File: src/rtl/b64d_pkg.sv
`timescale 1ns / 1ps
// ----------------------------------------------------------------------------
// b64d_pkg
// Types, character codes and the sextet lookup for the base64 stream decoder.
// ----------------------------------------------------------------------------
package b64d_pkg;

	typedef struct packed {
		logic       start_of_text;
		logic [7:0] char_code;
	} char_item_t;

	typedef struct packed {
		logic [7:0]  byte_value;
		logic        has_byte;
		logic [1:0]  status;
		logic [15:0] byte_count;
		logic        last_of_run;
	} res_item_t;

	// all results caused by one character
	typedef struct packed {
		logic [7:0]  byte0;
		logic [7:0]  byte1;
		logic [7:0]  byte2;
		logic [1:0]  nbytes;
		logic [1:0]  status;
		logic [15:0] base_count;
	} bundle_t;

	localparam logic [2:0] PH_FIRST    = 3'd0;
	localparam logic [2:0] PH_PLUS     = 3'd1;
	localparam logic [2:0] PH_PREFIXED = 3'd2;
	localparam logic [2:0] PH_QUAD     = 3'd3;
	localparam logic [2:0] PH_DONE     = 3'd4;

	localparam logic [1:0] ST_GO       = 2'd0;
	localparam logic [1:0] ST_FINISHED = 2'd1;
	localparam logic [1:0] ST_ERROR    = 2'd2;

	localparam logic [7:0] CH_NUL   = 8'h00;
	localparam logic [7:0] CH_CR    = 8'h0D;
	localparam logic [7:0] CH_SPACE = 8'h20;
	localparam logic [7:0] CH_PLUS  = 8'h2B;
	localparam logic [7:0] CH_SLASH = 8'h2F;
	localparam logic [7:0] CH_PAD   = 8'h3D;

	localparam logic [5:0] SEXTET_PLUS  = 6'd62;
	localparam logic [5:0] SEXTET_SLASH = 6'd63;

	// bit 6 set marks a character outside the alphabet
	function automatic logic [6:0] sextet_of(input logic [7:0] c);
		logic [7:0] d;
		logic [6:0] r;
		d = 8'd0;
		r = 7'h7F;
		if (c >= 8'h41 && c <= 8'h5A) begin
			d = c - 8'h41;
			r = {1'b0, d[5:0]};
		end else if (c >= 8'h61 && c <= 8'h7A) begin
			d = c - 8'h61 + 8'd26;
			r = {1'b0, d[5:0]};
		end else if (c >= 8'h30 && c <= 8'h39) begin
			d = c - 8'h30 + 8'd52;
			r = {1'b0, d[5:0]};
		end else if (c == CH_PLUS) begin
			r = {1'b0, SEXTET_PLUS};
		end else if (c == CH_SLASH) begin
			r = {1'b0, SEXTET_SLASH};
		end
		return r;
	endfunction

endpackage

File: src/rtl/b64d_core.sv
`timescale 1ns / 1ps
// ----------------------------------------------------------------------------
// b64d_core
// Decode state and per-character logic: builds the result bundle of one item.
// ----------------------------------------------------------------------------
module b64d_core (
	input  logic                  clk,
	input  logic                  arst_n,
	input  logic                  take,
	input  b64d_pkg::char_item_t  item,
	output logic                  push,
	output b64d_pkg::bundle_t     bundle
);

	logic [2:0]  phase_q;
	logic [1:0]  qpos_q;
	logic [17:0] held_q;
	logic        tpad_q;
	logic [15:0] count_q;

	logic [2:0]  ph, nx_phase;
	logic [1:0]  qp, nx_qp, tk_qp;
	logic [17:0] hs, nx_hs, tk_hs;
	logic        tp, nx_tp;
	logic [15:0] cnt, nx_cnt;
	logic [1:0]  st, nb;
	logic [7:0]  b0, b1, b2, c;
	logic        do_take, bad, pad;
	logic [6:0]  sx;
	logic [5:0]  v;
	logic [16:0] sum;

	always_comb begin
		c   = item.char_code;
		ph  = item.start_of_text ? b64d_pkg::PH_FIRST : phase_q;
		qp  = item.start_of_text ? 2'd0 : qpos_q;
		hs  = item.start_of_text ? 18'd0 : held_q;
		tp  = item.start_of_text ? 1'b0 : tpad_q;
		cnt = item.start_of_text ? 16'd0 : count_q;

		nx_phase = ph;
		nx_qp    = qp;
		nx_hs    = hs;
		nx_tp    = tp;
		st       = b64d_pkg::ST_GO;
		nb       = 2'd0;
		b0       = 8'd0;
		b1       = 8'd0;
		b2       = 8'd0;
		do_take  = 1'b0;
		tk_qp    = qp;
		tk_hs    = hs;

		case (ph)
			b64d_pkg::PH_FIRST: begin
				if (c == b64d_pkg::CH_PLUS) begin
					nx_phase = b64d_pkg::PH_PLUS;
				end else if (c == b64d_pkg::CH_CR) begin
					st = b64d_pkg::ST_FINISHED;
				end else begin
					nx_phase = b64d_pkg::PH_QUAD;
					do_take  = 1'b1;
				end
			end
			b64d_pkg::PH_PLUS: begin
				if (c == b64d_pkg::CH_SPACE) begin
					nx_phase = b64d_pkg::PH_PREFIXED;
				end else begin
					nx_phase = b64d_pkg::PH_QUAD;
					tk_qp    = 2'd1;
					tk_hs    = {12'd0, b64d_pkg::SEXTET_PLUS};
					do_take  = 1'b1;
				end
			end
			b64d_pkg::PH_PREFIXED: begin
				if (c == b64d_pkg::CH_CR) begin
					st = b64d_pkg::ST_FINISHED;
				end else begin
					nx_phase = b64d_pkg::PH_QUAD;
					do_take  = 1'b1;
				end
			end
			b64d_pkg::PH_QUAD: begin
				if (qp == 2'd0 && (c == b64d_pkg::CH_NUL || c == b64d_pkg::CH_CR)) begin
					st = b64d_pkg::ST_FINISHED;
				end else begin
					do_take = 1'b1;
				end
			end
			default: begin
			end
		endcase

		sx  = b64d_pkg::sextet_of(c);
		bad = sx[6];
		v   = sx[5:0];
		pad = (c == b64d_pkg::CH_PAD);

		if (do_take) begin
			nx_qp = tk_qp;
			nx_hs = tk_hs;
			case (tk_qp)
				2'd0, 2'd1: begin
					if (bad) begin
						st = b64d_pkg::ST_ERROR;
					end else begin
						nx_hs = {tk_hs[11:0], v};
						nx_qp = tk_qp + 2'd1;
					end
				end
				2'd2: begin
					if (pad) begin
						nx_tp = 1'b1;
						nx_hs = {tk_hs[11:0], 6'd0};
						nx_qp = 2'd3;
					end else if (bad) begin
						st = b64d_pkg::ST_ERROR;
					end else begin
						nx_hs = {tk_hs[11:0], v};
						nx_qp = 2'd3;
					end
				end
				default: begin
					if (!pad && bad) begin
						st = b64d_pkg::ST_ERROR;
					end else begin
						b0    = {tk_hs[17:12], tk_hs[11:10]};
						b1    = {tk_hs[9:6], tk_hs[5:2]};
						b2    = {tk_hs[1:0], v};
						nb    = tp ? 2'd1 : (pad ? 2'd2 : 2'd3);
						nx_qp = 2'd0;
						nx_hs = 18'd0;
						nx_tp = 1'b0;
						st    = pad ? b64d_pkg::ST_FINISHED : b64d_pkg::ST_GO;
					end
				end
			endcase
		end

		if (st != b64d_pkg::ST_GO) begin
			nx_phase = b64d_pkg::PH_DONE;
		end

		sum    = {1'b0, cnt} + {15'd0, nb};
		nx_cnt = sum[16] ? 16'hFFFF : sum[15:0];
	end

	assign push              = take && (ph != b64d_pkg::PH_DONE);
	assign bundle.byte0      = b0;
	assign bundle.byte1      = b1;
	assign bundle.byte2      = b2;
	assign bundle.nbytes     = nb;
	assign bundle.status     = st;
	assign bundle.base_count = cnt;

	always_ff @(posedge clk or negedge arst_n) begin
		if (!arst_n) begin
			phase_q <= b64d_pkg::PH_FIRST;
			qpos_q  <= 2'd0;
			held_q  <= 18'd0;
			tpad_q  <= 1'b0;
			count_q <= 16'd0;
		end else if (take) begin
			phase_q <= nx_phase;
			qpos_q  <= nx_qp;
			held_q  <= nx_hs;
			tpad_q  <= nx_tp;
			count_q <= nx_cnt;
		end
	end

endmodule

File: src/rtl/base64_stream_decoder.sv
`timescale 1ns / 1ps
// ----------------------------------------------------------------------------
// base64_stream_decoder
// Streaming base64 text decoder, one character per item.
// ----------------------------------------------------------------------------
// Usage:
//   char channel (char_valid / char_stall / char_item) carries one character
//   and a start_of_text flag; start_of_text clears all decode state.
//   res channel (res_valid / res_stall / res_item) carries results: one
//   result with no byte, or one result per decoded byte (up to three),
//   last_of_run marking the final result of a character.
//   Items after a finish or an error give no result until start_of_text.
// Timing:
//   The results of a character are written into the result queue when it
//   is accepted. A character is accepted every cycle while the two-entry
//   result queue is not full; a quartet's fourth character gives up to
//   three results, which leave the queue one at a time.
//   char_stall is high only while the queue is full.
// Reset:
//   arst_n empties the queue and returns the decoder to the start of text.
// Stall:
//   While res_stall is high the current result holds; the queue keeps
//   taking characters until both entries are full.
// ----------------------------------------------------------------------------
module base64_stream_decoder (
	input  logic                  clk,
	input  logic                  arst_n,
	input  logic                  char_valid,
	output logic                  char_stall,
	input  b64d_pkg::char_item_t  char_item,
	output logic                  res_valid,
	input  logic                  res_stall,
	output b64d_pkg::res_item_t   res_item
);

	logic              accept, push, pop, pop_last;
	b64d_pkg::bundle_t bundle;
	b64d_pkg::bundle_t ent_q [2];
	b64d_pkg::bundle_t head;
	logic              wr_ptr_q, rd_ptr_q;
	logic [1:0]        cnt_q, idx_q;
	logic              has, last;
	logic [16:0]       osum;
	logic [7:0]        obyte;

	assign accept = char_valid && !char_stall;

	b64d_core u_core (
		.clk    (clk),
		.arst_n (arst_n),
		.take   (accept),
		.item   (char_item),
		.push   (push),
		.bundle (bundle)
	);

	assign char_stall = (cnt_q == 2'd2);
	assign res_valid  = (cnt_q != 2'd0);
	assign head       = ent_q[rd_ptr_q];
	assign has        = (head.nbytes != 2'd0);
	assign last       = !has || (idx_q == head.nbytes - 2'd1);
	assign pop        = res_valid && !res_stall;
	assign pop_last   = pop && last;

	always_comb begin
		case (idx_q)
			2'd0:    obyte = head.byte0;
			2'd1:    obyte = head.byte1;
			default: obyte = head.byte2;
		endcase
		osum = {1'b0, head.base_count} + {15'd0, idx_q} + 17'd1;
	end

	assign res_item.byte_value  = has ? obyte : 8'd0;
	assign res_item.has_byte    = has;
	assign res_item.status      = head.status;
	assign res_item.byte_count  = !has ? head.base_count : (osum[16] ? 16'hFFFF : osum[15:0]);
	assign res_item.last_of_run = last;

	always_ff @(posedge clk) begin
		if (push) begin
			ent_q[wr_ptr_q] <= bundle;
		end
	end

	always_ff @(posedge clk or negedge arst_n) begin
		if (!arst_n) begin
			wr_ptr_q <= 1'b0;
			rd_ptr_q <= 1'b0;
			cnt_q    <= 2'd0;
			idx_q    <= 2'd0;
		end else begin
			if (push) begin
				wr_ptr_q <= !wr_ptr_q;
			end
			if (pop_last) begin
				rd_ptr_q <= !rd_ptr_q;
				idx_q    <= 2'd0;
			end else if (pop) begin
				idx_q <= idx_q + 2'd1;
			end
			cnt_q <= cnt_q + {1'b0, push} - {1'b0, pop_last};
		end
	end

`ifndef ASSERT_OFF
	a_nobyte_last: assert property (@(posedge clk) disable iff (!arst_n)
		res_valid && !res_item.has_byte |-> res_item.last_of_run)
		else $error("result without byte not last of run");

	a_error_nobyte: assert property (@(posedge clk) disable iff (!arst_n)
		res_valid && res_item.status == b64d_pkg::ST_ERROR |-> !res_item.has_byte)
		else $error("error result carries a byte");

	a_midrun_go: assert property (@(posedge clk) disable iff (!arst_n)
		res_valid && !res_item.last_of_run |->
			res_item.has_byte && res_item.status != b64d_pkg::ST_ERROR)
		else $error("bad mid-run result");

	a_queue_bound: assert property (@(posedge clk) disable iff (!arst_n)
		cnt_q == 2'd2 |=> !push || $past(pop_last))
		else $error("result queue overrun");
`endif

endmodule

File: config.mk
export PLATFORM = sky130hd
export DESIGN_NAME = base64_stream_decoder
export DESIGN_NICKNAME = d
export VERILOG_FILES = /design/src/rtl/b64d_pkg.sv /design/src/rtl/b64d_core.sv /design/src/rtl/base64_stream_decoder.sv
export SDC_FILE = /design/constraint.sdc
export NUM_CORES = 1
export LEC_CHECK = 0
export BUFFER_PORTS_ARGS = -buffer_cell sky130_fd_sc_hd__buf_2
export CORE_ASPECT_RATIO = 0.5
export CORE_UTILIZATION = 30
export CTS_CLUSTER_SIZE = 24
export DETAILED_ROUTE_END_ITERATION = 6
export SYNTH_ARGS = -nofsm -noshare
export SYNTH_HDL_FRONTEND = slang
export SYNTH_SLANG_ARGS = --single-unit
File: constraint.sdc
create_clock -name clk -period 11.4 [get_ports clk]
set_clock_uncertainty 0.1 [all_clocks]
set_input_delay 0 -clock clk [delete_from_list [all_inputs] [get_ports clk]]
set_output_delay 0 -clock clk [all_outputs]
set_load 0.02 [all_outputs]
==> flow_summary.yaml <==
power:
  internal-power_mw: 1.28
  power_leakage_nw: 3.24
  p_switching_mw: 0.757
  pwr_density_cell_mw_per_mm2: 246
  vdd_drop_max_mv: 0.131
  p_seq_share_pct: 35.4
  p_clk_share_pct: 28.0
  pwr-share-comb_pct: 36.7
  switching_share_pct: 37.2
route:
  first_pass_iters: 7
  routed_wl_um: 16600
  route.detailed.drc: 4
  wl_per_cell_um: 16.2
  drtIter0Drc: 482
  ant_nets: 0
  avgViaCountPerCell: 5.16
  vias: 5283
yosys:
  netlist_instances: 670
  ys_seq_area_share_pct: 53.1
  yosysWarnings: 0
  synth_edf_count: 88
  synth_top_area_share_pct: 37.0
  ys.flop_type: "edfxtp_1"
  syn_nets: 708
  syn-mean-instance-area_um2: 10.7
  synth.distinct_cells: 68
  synth-async-reset-ratio_pct: 34.3
  yosys-top-cells-area: "edfxtp_1 (37%), dfrtp_1 (16%), ha_1 (4.0%), nand2_1 (3.7%), a21oi_1 (3.2%)"
  synth-seq-cells: 134
  post_synth_instance_area_mm2: 0.00714
  synth_top_area_cell: "edfxtp_1"
timing:
  finalMaxSlewViolations: 0
  maxSlewHeadroom_pct: 25.1
  fin_crit_ps: 5870
  rsz0062_at_grt: "false"
  final-setup-viol-count: 0
  max_freq_mhz: 170
  fin_crit_sh_pct: 51.4
  setup_tns_ps: 0
  hold_violations: 0
  worst_slew_pin_slew_ps: 1120
clock_tree:
  cts_resized: 0
  cts_buffers: 17
  clock_latency_ps: 420
  clk_pin_slew_worst_paths_ps: 60
  cts_tree: "done"
  root_buffer: "clkbuf_16"
  cts_buffer_depth: 2
  htree_num_levels: 4
  clkSinkCount: 134
setup_path:
  worstSetupPathType: "register to register"
  cp_cell_sequence: "or4b_1, a31oi_1, a21oi_1, inv_1, ha_1, nand3_2, a21oi_1, ha_1, inv_1, fa_1, nor2b_1, and3_1, and3_1, nand4_1, nor2_1, nand2_1, o211ai_1"
  r2r_cells: 17
  cpLargestDelayFamily: "simple AND/OR/NAND/NOR gates"
  path_buf_inv: 2
  cp.required_ps: 11630
  critPathArrivalTime_ps: 6100
  end_kind: "register"
  cpPeakStageDelay_ps: 720
  critPathLaunchType: "register"
  critPathSlowestCell: "a31oi_1"
  cp_max_fo: 14
  cp_num_cells: 17
final_layout:
  diodes: 0
  final_area_mm2: 0.00825
  finalNetCount: 742
  drive_gt1_share_pct: 14.0
  area_growth_pct: 15.5
  fin_util_pct: 35.7
grt:
  grt_pass1_vias: 5137
  grt_max_degree: 47
  antenna_found_initial: 0
  overflow: 0
  grt_first_pass_wirelength_um: 26800
  grt_use_total_pct: 14.1
floorplan:
  io_pins: 43
  start_util_pct: 30.9
  die_w_um: 220
  die_height_um: 111
  die_area_mm2: 0.0245
  core.rowCount: 39
  core_area_mm2: 0.0231
place:
  place_congestion: 0.840
  port_buffers: 42
  placed_cell_area_mm2: 0.00762
  hpwl_um: 11600
run:
  cap_violations: 0
worst_hold_path:
  hold_depth: 4
  hold_class: "input pin to register"
status:
  violations: "DRC"
  status: "complete, but fails checks"
-- worst register-to-register path: stages (launching register included) --
cell	delay, ps
dfrtp_1	460
or4b_1	530
a31oi_1	720
a21oi_1	260
inv_1	170
ha_1	460
nand3_2	330
a21oi_1	370
ha_1	240
inv_1	60
fa_1	400
nor2b_1	200
and3_1	230
and3_1	260
nand4_1	190
nor2_1	500
nand2_1	180
o211ai_1	120
-- flip-flops by register name, summed over array words and instances, names as in the netlist --
signal / cells
cnt_q: 2
ent_q: 88
idx_q: 2
rd_ptr_q: 1
u_core.count_q: 16
u_core.held_q: 18
u_core.phase_q: 3
u_core.qpos_q: 2
u_core.tpad_q: 1
wr_ptr_q: 1
-- cell families (layout without fill, tap and decap cells) --
logic type      after synthesis  in the layout  synth area share (%)
simple gates                236            236                  16.7
compound gates              181            181                  17.4
flops                       134            134                  53.1
buf+inv                      61            107                  3.66
fa+ha+maj                    25             25                  4.59
mux                          20             20                  3.00
xor+xnor                     13             13                  1.59
-- cell usage after synthesis, drive strengths merged, types with 7 or more instances --
cell    instances
edfxtp         88
nand2          72
dfrtp          46
a21oi          45
nor2           45
o21ai          34
nor2b          30
inv            28
ha             23
clkbuf         21
and2           19
nand3          17
nor3           16
a22oi          13
buf            12
mux2           11
a32o           10
a22o            9
a31oi           9
mux2i           9
a211oi          8
a311oi          7
and3            7
xnor2           7
-- routing by layer --
metal | track usage [%] | vias to the layer above | share of wire [%]
met2 | 21.6 | 134 | 45
met1 | 19.5 | 2566 | 48
li1 | - | 2568 | -
met5 | 0 | - | 0
met3 | 3.35 | 15 | 5.7
met4 | 4.28 | 0 | 1.0
-- layout by cell type (no fill, tap or decap), types with 17 or more instances in the layout --
master | netlist | routed
ha_1 | 23 | 23
clkbuf_16 | 0 | 17
nor2b_1 | 30 | 30
nand2_1 | 71 | 71
a21oi_1 | 45 | 45
buf_2 | 2 | 42
and2_1 | 18 | 17
edfxtp_1 | 88 | 88
dfrtp_1 | 46 | 45
o21ai_0 | 33 | 33
inv_1 | 28 | 28
nor2_1 | 45 | 44
-- stage by stage --
step / instances / setup WS, ps / hold WS [ps] / power, mW
2_1_floorplan: 670 / 7190 / -396 / 1.26
3_3_place_gp: 990 / 5910 / 157 / 1.46
3_5_place_dp: 990 / 5650 / 179 / 1.48
4_1_cts: 1023 / 5630 / 8.34 / 2.05
5_1_grt: 1023 / 5070 / 84.0 / 2.15
6_report: 1023 / 5530 / 11.1 / 2.03
-- power by group through the flow --
stage,Clock [mW],Combinational (mW),Sequential [mW]
finish,0.568,0.745,0.719
global route,0.594,0.823,0.732
CTS,0.577,0.754,0.719
detailed placement,0,0.750,0.728
global placement,0,0.741,0.724
floorplan,0,0.566,0.699
-- path summary, 6_finish.rpt --
path,start,to,slack [ps]
max,u_core.phase_q[1],u_core.count_q[7],5530
min,char_item[0],u_core.held_q[0],10
max reg2reg,u_core.phase_q[1],u_core.count_q[7],5530
min reg2reg,u_core.held_q[16],u_core.held_q[16],390
max in group asynchronous,arst_n,rd_ptr_q,10190
min in group asynchronous,arst_n,u_core.count_q[13],240
-- what timing repair did --
item | 4_1_cts | 5_1_grt
setup endpoints to repair | 0 | 0
hold buffers | 2 | 0
setup buffers | 0 | 0
hold endpoints to repair | 48 | 0
-- cell type report --
type	instances	area, µm²
clock inverter	13	181
multi-input combinational	475	3090
fill	2266	14800
inverter	28	105
tap	307	384
timing repair buffer	48	260
sequential	134	3790
clock buffer	18	429
(Power assumes the default switching activity.)
